[src/rtl/dis_pkg.sv]
`timescale 1ns / 1ps
`default_nettype none
// ----------------------------------------------------------------------------
// dis_pkg: shared types and codes for the interval set
// Request kinds, result status codes, controller states and the command and
// status bundles between the controller and the datapath.
// ----------------------------------------------------------------------------
package dis_pkg;

	localparam logic [2:0] KIND_INSERT = 3'd0;
	localparam logic [2:0] KIND_CLEAR  = 3'd1;
	localparam logic [2:0] KIND_POINT  = 3'd2;
	localparam logic [2:0] KIND_ANY    = 3'd3;
	localparam logic [2:0] KIND_ALL    = 3'd4;

	localparam logic [1:0] ST_DONE  = 2'd0;
	localparam logic [1:0] ST_FULL  = 2'd1;
	localparam logic [1:0] ST_EMPTY = 2'd2;

	typedef enum logic [2:0] {
		S_IDLE,
		S_SCAN,
		S_DECIDE,
		S_BUILD,
		S_COPY,
		S_RESULT
	} state_t;

	typedef struct packed {
		logic load;        // take the request
		logic scan_start;  // reset scan index and accumulators
		logic scan_step;   // one table entry per cycle
		logic build_start;
		logic build_step;  // one source entry per cycle into the scratch table
		logic copy_start;
		logic copy_step;   // scratch back into the table
		logic finish;      // capture the result beat
	} dp_cmd_t;

	typedef struct packed {
		logic scan_last;
		logic build_last;
		logic copy_last;
		logic empty_span;  // empty span for a span kind
		logic modifies;    // insert or clear request
		logic overflow;    // operation would overflow the table
	} dp_stat_t;

endpackage
`default_nettype wire

[src/rtl/dis_ctrl.sv]
`timescale 1ns / 1ps
`default_nettype none
// ----------------------------------------------------------------------------
// dis_ctrl: request sequencer
// Walks each request through a scan pass, then build and copy passes for an
// insert or clear that fits, and hands the result beat to the output register.
// ----------------------------------------------------------------------------
module dis_ctrl (
	input  wire logic              clk,
	input  wire logic              arst_n,
	input  wire logic              in_fire,
	input  wire logic              out_free,
	input  wire dis_pkg::dp_stat_t stat,
	output dis_pkg::dp_cmd_t       cmd,
	output logic                   busy
);

	dis_pkg::state_t state_q, state_nxt;

	always_ff @(posedge clk or negedge arst_n) begin
		if (!arst_n) begin
			state_q <= dis_pkg::S_IDLE;
		end else begin
			state_q <= state_nxt;
		end
	end

	always_comb begin
		state_nxt = state_q;
		case (state_q)
			dis_pkg::S_IDLE: begin
				if (in_fire) state_nxt = dis_pkg::S_SCAN;
			end
			dis_pkg::S_SCAN: begin
				if (stat.empty_span) state_nxt = dis_pkg::S_RESULT;
				else if (stat.scan_last) state_nxt = dis_pkg::S_DECIDE;
			end
			dis_pkg::S_DECIDE: begin
				if (stat.modifies && !stat.overflow) state_nxt = dis_pkg::S_BUILD;
				else state_nxt = dis_pkg::S_RESULT;
			end
			dis_pkg::S_BUILD: begin
				if (stat.build_last) state_nxt = dis_pkg::S_COPY;
			end
			dis_pkg::S_COPY: begin
				if (stat.copy_last) state_nxt = dis_pkg::S_RESULT;
			end
			dis_pkg::S_RESULT: begin
				if (out_free) state_nxt = dis_pkg::S_IDLE;
			end
			default: state_nxt = dis_pkg::S_IDLE;
		endcase
	end

	always_comb begin
		cmd  = '0;
		busy = 1'b1;
		case (state_q)
			dis_pkg::S_IDLE: begin
				busy           = 1'b0;
				cmd.load       = in_fire;
				cmd.scan_start = in_fire;
			end
			dis_pkg::S_SCAN: begin
				cmd.scan_step = !stat.empty_span;
			end
			dis_pkg::S_DECIDE: begin
				cmd.build_start = 1'b1;
			end
			dis_pkg::S_BUILD: begin
				cmd.build_step = 1'b1;
				cmd.copy_start = stat.build_last;
			end
			dis_pkg::S_COPY: begin
				cmd.copy_step = 1'b1;
			end
			dis_pkg::S_RESULT: begin
				cmd.finish = out_free;
			end
			default: begin
				cmd = '0;
			end
		endcase
	end

endmodule
`default_nettype wire

[src/rtl/dis_dp.sv]
`timescale 1ns / 1ps
`default_nettype none
// ----------------------------------------------------------------------------
// dis_dp: interval table datapath
// Holds the table, a scratch table, the scan accumulators and the merge and
// trim logic; one table entry is handled per cycle.
// ----------------------------------------------------------------------------
module dis_dp #(
	parameter int MAX_INTERVALS = 16,
	parameter int COORD_BITS    = 32
) (
	input  wire logic                  clk,
	input  wire logic                  arst_n,
	input  wire dis_pkg::dp_cmd_t      cmd,
	input  wire logic [2:0]            kind,
	input  wire logic [COORD_BITS-1:0] lo,
	input  wire logic [COORD_BITS-1:0] hi,
	output dis_pkg::dp_stat_t          stat,
	output logic                       res_answer,
	output logic [1:0]                 res_status,
	output logic [4:0]                 res_count
);

	localparam int IW = $clog2(MAX_INTERVALS);
	localparam int CW = $clog2(MAX_INTERVALS + 1);
	// scratch may briefly need two more slots than the table
	localparam int NW = $clog2(MAX_INTERVALS + 3);

	logic [COORD_BITS-1:0] tab_s_q [MAX_INTERVALS];
	logic [COORD_BITS-1:0] tab_e_q [MAX_INTERVALS];
	logic [COORD_BITS-1:0] new_s_q [MAX_INTERVALS];
	logic [COORD_BITS-1:0] new_e_q [MAX_INTERVALS];

	logic [CW-1:0]         count_q;
	logic [2:0]            kind_q;
	logic [COORD_BITS-1:0] lo_q, hi_q;
	logic [CW-1:0]         idx_q;
	logic [NW-1:0]         n_q;
	logic                  placed_q;
	logic                  answer_q;
	logic                  overflow_q;
	logic                  merged_q;
	logic [NW:0]           pieces_q;
	logic [COORD_BITS-1:0] ms_q, me_q;

	logic [COORD_BITS-1:0] a, b;
	logic [IW-1:0]         rd_idx;
	logic                  in_range;
	logic                  span_kind, empty;
	logic                  touch;
	logic                  ovf_now;

	assign rd_idx   = idx_q[IW-1:0];
	assign in_range = idx_q < count_q;
	assign a        = tab_s_q[rd_idx];
	assign b        = tab_e_q[rd_idx];
	assign touch    = (a <= hi_q) && (b >= lo_q);

	assign span_kind = (kind_q == dis_pkg::KIND_INSERT) || (kind_q == dis_pkg::KIND_CLEAR)
		|| (kind_q == dis_pkg::KIND_ANY) || (kind_q == dis_pkg::KIND_ALL);
	assign empty     = span_kind && (hi_q <= lo_q);

	// taken from the scan accumulators once the scan pass is over
	assign ovf_now = (kind_q == dis_pkg::KIND_INSERT)
		? (!merged_q && (count_q >= CW'(MAX_INTERVALS)))
		: (pieces_q > (NW+1)'(MAX_INTERVALS));

	always_comb begin
		stat            = '0;
		stat.scan_last  = !in_range || (idx_q == CW'(MAX_INTERVALS - 1));
		// build runs one step past the last entry to place a pending merged span
		stat.build_last = !in_range;
		stat.copy_last  = (idx_q + CW'(1) >= CW'(n_q)) || (idx_q == CW'(MAX_INTERVALS - 1));
		stat.empty_span = empty;
		stat.modifies   = (kind_q == dis_pkg::KIND_INSERT) || (kind_q == dis_pkg::KIND_CLEAR);
		stat.overflow   = ovf_now;
	end

	logic [NW:0] pieces_add;
	always_comb begin
		pieces_add = '0;
		if (a < lo_q) pieces_add = pieces_add + (NW+1)'(1);
		if (b > hi_q) pieces_add = pieces_add + (NW+1)'(1);
	end

	// scratch writes during build: up to two entries in one cycle
	logic                  w0, w1;
	logic [COORD_BITS-1:0] w0_s, w0_e, w1_s, w1_e;
	logic [NW-1:0]         n_nxt;
	logic                  placed_nxt;

	always_comb begin
		w0 = 1'b0; w1 = 1'b0;
		w0_s = a; w0_e = b; w1_s = a; w1_e = b;
		placed_nxt = placed_q;
		if (!in_range) begin
			// tail: place the merged span if still pending
			if (kind_q == dis_pkg::KIND_INSERT && !placed_q) begin
				w0 = 1'b1; w0_s = ms_q; w0_e = me_q; placed_nxt = 1'b1;
			end
		end else if (kind_q == dis_pkg::KIND_INSERT) begin
			if (!touch) begin
				if (!placed_q && a > ms_q) begin
					w0 = 1'b1; w0_s = ms_q; w0_e = me_q;
					w1 = 1'b1; w1_s = a; w1_e = b;
					placed_nxt = 1'b1;
				end else begin
					w0 = 1'b1;
				end
			end
		end else begin
			if (a < lo_q) begin
				w0 = 1'b1; w0_s = a; w0_e = (b < lo_q) ? b : lo_q;
			end
			if (b > hi_q) begin
				w1 = 1'b1; w1_s = (a > hi_q) ? a : hi_q; w1_e = b;
			end
			if (!w0 && w1) begin
				w0 = 1'b1; w0_s = w1_s; w0_e = w1_e; w1 = 1'b0;
			end
		end
		n_nxt = n_q + NW'(w0) + NW'(w1);
	end

	always_ff @(posedge clk) begin
		if (cmd.load) begin
			kind_q <= kind;
			lo_q   <= lo;
			hi_q   <= hi;
		end
		if (cmd.scan_start) begin
			ms_q <= lo;
			me_q <= hi;
		end else if (cmd.scan_step && in_range && touch) begin
			if (a < ms_q) ms_q <= a;
			if (b > me_q) me_q <= b;
		end
		if (cmd.build_step) begin
			if (w0 && n_q < NW'(MAX_INTERVALS)) begin
				new_s_q[n_q[IW-1:0]] <= w0_s;
				new_e_q[n_q[IW-1:0]] <= w0_e;
			end
			if (w1 && (n_q + NW'(1)) < NW'(MAX_INTERVALS)) begin
				new_s_q[IW'(n_q + NW'(1))] <= w1_s;
				new_e_q[IW'(n_q + NW'(1))] <= w1_e;
			end
		end
		if (cmd.copy_step && CW'(idx_q) < CW'(n_q)) begin
			tab_s_q[rd_idx] <= new_s_q[rd_idx];
			tab_e_q[rd_idx] <= new_e_q[rd_idx];
		end
		if (cmd.finish) begin
			res_answer <= answer_q && !empty;
			res_status <= empty ? dis_pkg::ST_EMPTY
				: (stat.modifies && overflow_q) ? dis_pkg::ST_FULL : dis_pkg::ST_DONE;
			res_count  <= 5'(count_q);
		end
	end

	always_ff @(posedge clk or negedge arst_n) begin
		if (!arst_n) begin
			count_q    <= '0;
			idx_q      <= '0;
			n_q        <= '0;
			placed_q   <= 1'b0;
			answer_q   <= 1'b0;
			overflow_q <= 1'b0;
			merged_q   <= 1'b0;
			pieces_q   <= '0;
		end else begin
			if (cmd.scan_start || cmd.build_start || cmd.copy_start) begin
				idx_q <= '0;
			end else if (cmd.scan_step || cmd.build_step || cmd.copy_step) begin
				idx_q <= idx_q + CW'(1);
			end
			if (cmd.scan_start) begin
				answer_q <= 1'b0;
				merged_q <= 1'b0;
				pieces_q <= '0;
			end else if (cmd.scan_step) begin
				if (in_range) begin
					pieces_q <= pieces_q + pieces_add;
					if (touch) merged_q <= 1'b1;
					case (kind_q)
						dis_pkg::KIND_POINT:
							if (a <= lo_q && lo_q < b) answer_q <= 1'b1;
						dis_pkg::KIND_ANY:
							if (a < hi_q && b > lo_q) answer_q <= 1'b1;
						dis_pkg::KIND_ALL:
							if (a <= lo_q && b >= hi_q) answer_q <= 1'b1;
						default: ;
					endcase
				end
			end
			if (cmd.build_start) begin
				n_q        <= '0;
				placed_q   <= 1'b0;
				overflow_q <= ovf_now;
			end else if (cmd.build_step) begin
				n_q      <= n_nxt;
				placed_q <= placed_nxt;
			end
			if (cmd.copy_start) begin
				// final build step may add entries this same cycle
				count_q <= CW'(n_nxt);
			end
			if (cmd.load) overflow_q <= 1'b0;
		end
	end

endmodule
`default_nettype wire

[src/rtl/disjoint_interval_set.sv]
`timescale 1ns / 1ps
`default_nettype none
// ----------------------------------------------------------------------------
// disjoint_interval_set: sorted table of disjoint half-open intervals
// Insert, clear and three coverage queries; one result beat per request.
// ----------------------------------------------------------------------------
//  channel  | handshake           | payload
//  ---------+---------------------+------------------------------
//  request  | in_valid / in_ready | kind, lo, hi
//  result   | out_valid/out_ready | answer, status, stored_count
//
//  A query scans the held entries one per cycle and registers its result beat
//  after the scan pass. Insert or clear adds a build pass over the held entries
//  plus one tail step, and a copy pass over the new entries, before the result
//  beat. An empty span goes from the scan state straight to the result. The
//  next request can be taken in the cycle after the result beat is registered.
//  Reset empties the table at once; no clearing pass.
//  A stalled result beat holds in the output register; a finished request
//  waits for that register before it is handed over.
// ----------------------------------------------------------------------------
module disjoint_interval_set #(
	parameter int MAX_INTERVALS = 16,
	parameter int COORD_BITS    = 32
) (
	input  wire logic                  clk,
	input  wire logic                  arst_n,
	input  wire logic                  in_valid,
	output logic                       in_ready,
	input  wire logic [2:0]            kind,
	input  wire logic [COORD_BITS-1:0] lo,
	input  wire logic [COORD_BITS-1:0] hi,
	output logic                       out_valid,
	input  wire logic                  out_ready,
	output logic                       answer,
	output logic [1:0]                 status,
	output logic [4:0]                 stored_count
);

	dis_pkg::dp_cmd_t  cmd;
	dis_pkg::dp_stat_t stat;
	logic              busy;
	logic              out_valid_q;
	logic              in_fire;
	logic              out_free;

	assign in_ready  = !busy;
	assign in_fire   = in_valid && in_ready;
	assign out_free  = !out_valid_q || out_ready;
	assign out_valid = out_valid_q;

	always_ff @(posedge clk or negedge arst_n) begin
		if (!arst_n) begin
			out_valid_q <= 1'b0;
		end else if (cmd.finish) begin
			out_valid_q <= 1'b1;
		end else if (out_ready) begin
			out_valid_q <= 1'b0;
		end
	end

	dis_ctrl u_ctrl (
		.clk      (clk),
		.arst_n   (arst_n),
		.in_fire  (in_fire),
		.out_free (out_free),
		.stat     (stat),
		.cmd      (cmd),
		.busy     (busy)
	);

	dis_dp #(
		.MAX_INTERVALS (MAX_INTERVALS),
		.COORD_BITS    (COORD_BITS)
	) u_dp (
		.clk        (clk),
		.arst_n     (arst_n),
		.cmd        (cmd),
		.kind       (kind),
		.lo         (lo),
		.hi         (hi),
		.stat       (stat),
		.res_answer (answer),
		.res_status (status),
		.res_count  (stored_count)
	);

endmodule
`default_nettype wire

[config.mk]
export PLATFORM = sky130hd
export DESIGN_NAME = disjoint_interval_set
export DESIGN_NICKNAME = d
export VERILOG_FILES = /design/src/rtl/dis_pkg.sv /design/src/rtl/dis_ctrl.sv /design/src/rtl/dis_dp.sv /design/src/rtl/disjoint_interval_set.sv
export SDC_FILE = /design/constraint.sdc
export NUM_CORES = 2
export LEC_CHECK = 0
export BUFFER_PORTS_ARGS = -buffer_cell sky130_fd_sc_hd__buf_2
export CORE_UTILIZATION = 64
export CTS_CLUSTER_SIZE = 12
export DETAILED_ROUTE_END_ITERATION = 16
export PLACE_DENSITY = 0.81
export SYNTH_ARGS = -nofsm -noshare
export SYNTH_HDL_FRONTEND = slang
export SYNTH_HIERARCHICAL = 1
export SYNTH_SLANG_ARGS = --single-unit
[constraint.sdc]
create_clock -name clk -period 16.7 [get_ports clk]
set_input_delay 3.34 -clock clk [delete_from_list [all_inputs] [get_ports clk]]
set_output_delay 3.34 -clock clk [all_outputs]
set_load 0.05 [all_outputs]
# Word level (Yosys, flattened, before mapping)
# Memories as Yosys holds them, arrays and structs flattened.
# Cells that the tools add are included.
word_totals:
  register_bits: 168
  latchBits: 0
  ramBits: 2048
  mem_bits_ro: 0
  in_bits: 71
  out_inout_bits: 10
  wordCells: 222
  mem_count: 4
mem_list:
  columns: ["memory", "words", "word_bits", "read_ports", "rd_ports_with_merged_regs", "write_ports", "line", "rtl"]
  rows:
  - ["u_dp.new_e_q", 16, 32, 1, 0, 2, "dis_dp.sv:32", "logic [COORD_BITS-1:0] new_e_q [MAX_INTERVALS];"]
  - ["u_dp.new_s_q", 16, 32, 1, 0, 2, "dis_dp.sv:31", "logic [COORD_BITS-1:0] new_s_q [MAX_INTERVALS];"]
  - ["u_dp.tab_e_q", 16, 32, 1, 0, 1, "dis_dp.sv:30", "logic [COORD_BITS-1:0] tab_e_q [MAX_INTERVALS];"]
  - ["u_dp.tab_s_q", 16, 32, 1, 0, 1, "dis_dp.sv:29", "logic [COORD_BITS-1:0] tab_s_q [MAX_INTERVALS];"]
classes:
  add_sub_neg: 6
  multipliers: 0
  div: 0
  order_cmp: 22
  n_eq_ne: 21
  n_shift: 0
  mux: 95
  n_bitwise: 0
  reduce_logical: 56
ops:
  columns: ["cell", "count"]
  rows:
  - ["$mux 32", 24]
  - ["$gt 32x32->1", 5]
  - ["$lt 32x32->1", 5]
  - ["$le 32x32->1", 3]
  - ["$ge 32x32->1", 2]
  - ["$mux 1", 52]
  - ["$mux 6", 4]
  - ["$mux 3", 7]
  - ["$mux 5", 4]
  - ["$reduce_bool 2->1", 10]
  - ["$logic_and 1x1->1", 18]
  - ["$ne 3x2->1 const B", 6]
  - ["$pmux 3 s6", 1]
  - ["$eq 3x2->1 const B", 4]
  - ["$add 5x1->5", 2]
  - ["$add 5x1->5 const B", 2]
  - ["$logic_or 1x1->1", 10]
  - ["$lt 5x5->1", 2]
  - ["$lt 5x5->1 const B", 2]
  - ["$reduce_and 5->1", 2]
  - ["$eq 3x3->1 const B", 3]
  - ["$logic_not 1->1", 7]
  - ["$add 6x6->6", 1]
  - ["$eq 3x1->1 const B", 2]
  - ["other kinds (16)", 22]

# Depth between registers and ports, before layout
# An unclocked memory read counts as a cell.
logic_depth:
  word_depth: 14
  depth_mapped: 27
  mapped_depth_nobuf: 20

# Hierarchy
# The synthesis kept the hierarchy.
by_module_without_submodules:
  columns: ["module", "n_inst", "cells_per_inst", "area_per_inst_um2", "seq_area_each_um2"]
  rows:
  - ["dis_dp", 1, 5943, 102741.0, 66298.6]
  - ["dis_ctrl", 1, 44, 340.3, 75.1]
  - ["disjoint_interval_set", 1, 5, 57.6, 25.0]

# Worst setup path before layout
# Ideal clock, no wire load.
synth_timing:
  kind: "reg2reg"
  from: "reg u_dp.idx_q[0]"
  to: "mem u_dp.new_e_q[1][0] (enable)"
  setup_ns: 0.647
  arrival_time_ns: 11.903
  required_ns: 16.053
  path_slack_ns: 4.150
  stages_incl_launch_ff: 22
  n_path_buf: 6
  synth_period_minus_slack_ns: 12.550
  path_cell_list: "dfrtp_1 buf_2 buf_2 buf_2 buf_1 mux4_2 mux2i_1 nand2_1 o21ai_0 clkbuf_1 clkbuf_1 inv_1 ha_1 a211oi_1 nor2_1 a2111oi_0 nor3_1 or4_1 and2_1 o31ai_1 a22oi_1 nor4_1"
synth_rtl:
  columns: ["element", "line", "rtl"]
  rows:
  - ["from (decl)", "dis_dp.sv:37", "logic [CW-1:0] idx_q;"]
  - ["from (signal assigned)", "dis_dp.sv:174", "idx_q <= idx_q + CW'(1);"]
  - ["to (decl)", "dis_dp.sv:32", null]

==> summary.txt <==
Status
  – Result of the run: finished, final reports clean

Power and ir drop
  – Relative contribution of the clock network to total power: 0.179
  – Net switching power of the design: 10.2 mW
  – Internal Pwr Total: 15.3 mW
  – VDD IR max: 0.167 mV
  – Net switching fraction of the power: 0.400
  – Leakage power total: 40.2 nW
  – Total power divided by cell area: 227 mW/mm^2
  – Final Total Pwr: 25.5 mW
  – Sequential fraction of design power: 0.334
  – Portion of total power attributed to combinational logic: 0.487

Drt
  – Wl on met1: 111000 um
  – Via Count: 63100
  – Wire length on met2: 142000 um
  – Drt pass-1 iters: 9
  – Final wirelength: 317000 um
  – Met3 wirelength from detailed routing: 47000 um
  – Top routing layer in use: met5
  – Via count normalized by instance count: 7.65
  – # DRC: 0
  – Average wire length per cell after detail routing: 38.5 um
  – Post-route ant nets: 0
  – Starting DRC count in detailed routing: 10800

Synth
  – Commonest cells post-synth: sky130_fd_sc_hd__edfxtp_1, sky130_fd_sc_hd__mux4_2, sky130_fd_sc_hd__mux2i_1, sky130_fd_sc_hd__a22oi_1, sky130_fd_sc_hd__clkbuf_1
  – Post-Syn Area: 0.103 sq mm
  – Top cells by area in the synthesized netlist: sky130_fd_sc_hd__edfxtp_1, sky130_fd_sc_hd__mux4_2, sky130_fd_sc_hd__mux2i_1
  – Adder-Cell Fraction of Synth Area: 0.0307
  – Main combinational cell family by area after synthesis: multiplexers
  – Library cell with the highest instance count after synthesis: sky130_fd_sc_hd__edfxtp_1
  – Top flip-flop cell by instance count after synthesis: sky130_fd_sc_hd__edfxtp_1
  – Mapped Cells: 5992
  – Portion of synthesized cell area occupied by the leading cell type: 0.637
  – Share of synthesized cell area in and, or, nand and nor gates: 0.0242
  – Yosys cell types: 75
  – Post-synthesis share of cell area spent on xor and xnor gates: 0.00127
  – Mean Syn Cell Area: 17.2 sq um
  – Synthesized flop and latch total: 2216
  – Cell type contributing the most total cell area after synthesis: sky130_fd_sc_hd__edfxtp_1
  – Compound-Gate Fraction of Synth Area: 0.0703
  – Synth Net Count: 6315
  – Yosys warns: 6
  – Post-synthesis sequential area ratio: 0.644
  – Async S/R FF share, synth: 0.0131
  – Post-synthesis mux area share: 0.197
  – Number of flops mapped to enable cells by yosys: 2187

Die
  – Count of standard-cell rows: 146
  – Y dimension of the die: 403 um
  – Full die area: 0.163 sq mm
  – Die Wd: 403 um
  – Total core area: 0.159 sq mm
  – Number of I/O pins: 81
  – Initial Util: 0.648

Run
  – Max-cap violations: 0

Worst setup path
  – Buffer and inverter count on the worst path: 7
  – Top fanout value on the critical path: 41
  – Arrival time at the worst endpoint: 11.50 ns
  – Crit path max-delay cell type: sky130_fd_sc_hd__dfrtp_4
  – Cells traversed along the worst timing path: buf_4, buf_4, mux4_2, mux2_2, o21ai_2, inv_1, ha_1, nand2_1, o21ai_0, a221o_1, o31a_1, or4_1, a2111o_2, o21a_4, inv_2, a22oi_1, buf_4, nor3_2, buf_4, buf_4
  – Type of origin of the critical path: flop
  – Critical path class: flop to flop
  – Delay of the slowest cell on the worst path: 0.96 ns
  – Critical Path Sink Type: flop
  – Critical path required time: 17.21 ns
  – Cell type with the highest occurrence count on the critical path: sky130_fd_sc_hd__buf_4
  – Cell family with most CP delay: buffers and inverters

Timing
  – Total count of hold-check failures in the final report: 0
  – Time the final worst path needs with I/O delays and setup: 10.99 ns
  – Highest attainable clock frequency: 91.0 MHz
  – Post-Route Skew: 0.0599 ns
  – Tightest Pin Transition: 1.34 ns
  – Slew Limit Headroom: 0.102
  – Setup repair after global routing missed its margin: false
  – Share of the clock period used by the worst path after layout: 0.658
  – Max-slew violation count: 0
  – Setup-violating endpoint count in the final report: 0
  – Setup TNS Final: 0 ns

Clock tree
  – CTS clock-pin slew for the worst setup and hold paths: 0.06 ns
  – Cts bufs inserted: 218
  – Post-cts gate resize count: 0
  – Htree depth: 4
  – Cell at the root of the clock tree: sky130_fd_sc_hd__clkbuf_16
  – Number of hold-repair buffers added at the cts stage: 0
  – Clock tree from TritonCTS: built
  – Count of buffers added by post-CTS timing repair for setup: 0
  – Number of sinks driven by the clock tree: 2216
  – Buffer levels on the longest clock path: 3
  – Clock insertion delay at the later pin of the skew report: 0.90 ns

Global route
  – Overall overflow remaining after global route: 0
  – Wire length of the first global-routing pass: 450000 um
  – Overall fraction of global-route tracks in use: 0.394
  – Antenna violations before repair: 17
  – Vias in the first global route: 62100
  – Largest net degree at the start of global routing: 92

Placed design
  – Routability Congestion: 1.04
  – Post-detail-place hpwl: 190000 um
  – Number of port buffers: 80

Cells and area
  – Final net count: 6290
  – Layout cells sized above 1: 0.228
  – Fill cell total of the finished layout: 9635
  – Synthesis-to-finish area growth: 9.13%

Worst hold path
  – Class of the most critical hold timing path: flop to flop
-- stage by stage --
| stage | hold WS, ns | cells | setup WS (ns) | utilization | instance area, sq um |
|---|---|---|---|---|---|
| floorplan | 0.425 | 5992 | 4.15 | - | 103000 |
| global placement | 0.473 | 7892 | 6.11 | 0.667 | 106000 |
| detailed placement | 0.464 | 7892 | 5.99 | 0.667 | 106000 |
| CTS | 0.480 | 8240 | 5.84 | 0.707 | 113000 |
| global route | 0.492 | 8245 | 5.34 | 0.707 | 113000 |
| finish | 0.486 | 8250 | 5.71 | 0.707 | 113000 |
-- cells in the final DEF, fill, tap and decap left out, types with 9 or more instances in the layout --
master	netlist	routed
sky130_fd_sc_hd__o221ai_4	25	25
sky130_fd_sc_hd__nand2_1	209	206
sky130_fd_sc_hd__o21ai_2	0	27
sky130_fd_sc_hd__xnor2_1	11	11
sky130_fd_sc_hd__mux2i_1	595	595
sky130_fd_sc_hd__clkbuf_1	282	64
sky130_fd_sc_hd__nor2_1	103	88
sky130_fd_sc_hd__buf_4	19	215
sky130_fd_sc_hd__o221ai_2	6	13
sky130_fd_sc_hd__a21oi_1	130	114
sky130_fd_sc_hd__edfxtp_1	2187	2187
sky130_fd_sc_hd__nand3_1	47	42
sky130_fd_sc_hd__buf_2	147	80
sky130_fd_sc_hd__o221ai_1	31	24
sky130_fd_sc_hd__a21oi_2	0	12
sky130_fd_sc_hd__nor2_4	0	15
sky130_fd_sc_hd__a21o_1	29	28
sky130_fd_sc_hd__ha_1	250	250
sky130_fd_sc_hd__nand2b_1	17	13
sky130_fd_sc_hd__dfrtp_1	29	25
sky130_fd_sc_hd__clkinv_1	3	35
sky130_fd_sc_hd__o21ai_0	147	109
sky130_fd_sc_hd__nor3_2	0	10
sky130_fd_sc_hd__clkbuf_16	0	219
sky130_fd_sc_hd__o21ai_4	0	18
sky130_fd_sc_hd__diode_2	0	9
sky130_fd_sc_hd__mux4_2	607	607
sky130_fd_sc_hd__a22oi_1	498	498
sky130_fd_sc_hd__nand4_1	58	58
sky130_fd_sc_hd__a2bb2oi_1	33	33
sky130_fd_sc_hd__nor3_1	20	10
sky130_fd_sc_hd__nor2b_1	17	17
sky130_fd_sc_hd__inv_1	187	186
sky130_fd_sc_hd__mux2_2	65	65
-- path summary, 6_finish.rpt --
check / start / end / slack [ns] / cells after the start
max: u_dp/idx_q[0]$_DFFE_PN0P_ / u_dp/new_e_q[7][14]$_DFFE_PP_ / 5.71 / 20
min in group asynchronous: arst_n / u_ctrl/state_q[1]$_DFFE_PN0P_ / 2.58 / 1
min: u_dp/count_q[1]$_DFFE_PN0P_ / u_dp/res_count[1]$_DFFE_PP_ / 0.49 / 0
min reg2reg: u_dp/count_q[1]$_DFFE_PN0P_ / u_dp/res_count[1]$_DFFE_PP_ / 0.49 / 0
max in group asynchronous: arst_n / u_dp/idx_q[1]$_DFFE_PN0P_ / 13.49 / 1
max reg2reg: u_dp/idx_q[0]$_DFFE_PN0P_ / u_dp/new_e_q[7][14]$_DFFE_PP_ / 5.71 / 20
-- kinds of logic after synthesis --
group,count (synthesis)
AOI/OAI and AO/OA,975
xor gates and xnor gates,15
adders and majority gates,252
buffers and inverters,739
DFF,2216
muxes,1267
and+or+nand+nor,528
-- flip-flops by register name (all words and copies together), names as in the netlist, 5 cells and up --
name / flops
u_dp/ms_q: 32
u_dp/tab_s_q: 512
u_dp/new_e_q: 512
u_dp/idx_q: 5
u_dp/hi_q: 32
u_dp/lo_q: 32
u_dp/n_q: 5
u_dp/me_q: 32
u_dp/pieces_q: 6
u_dp/count_q: 5
u_dp/new_s_q: 512
u_dp/tab_e_q: 512
u_dp/res_count: 5
-- power groups by stage --
stage | logic [mW] | registers [mW] | clock network (mW)
2_1_floorplan | 8.34 | 8.51 | 0
3_3_place_gp | 11.4 | 8.60 | 0
3_5_place_dp | 11.9 | 8.61 | 0
4_1_cts | 12.0 | 8.50 | 4.58
5_1_grt | 13.1 | 8.52 | 4.78
6_report | 12.4 | 8.51 | 4.56
-- metal layers --
layer  track usage  vias to the layer above
met5             0                        -
met4         0.176                       12
met3         0.128                     1061
met2         0.582                     5575
met1         0.539                    32100
li1              -                    24300
-- cell type report --
type / count / area (sq um) / share of cell area
Tap cell: 2146 / 2690 / 0.0239
Antenna cell: 9 / 22.5 / 0.000200
Clock buffer: 285 / 5750 / 0.0511
Multi-Input combinational cell: 3037 / 34200 / 0.303
Sequential cell: 2216 / 66400 / 0.590
Inverter: 192 / 721 / 0.00640
Clock inverter: 63 / 663 / 0.00589
Timing Repair Buffer: 302 / 2150 / 0.0191
Note: power is estimated with default switching activity, not from simulation.
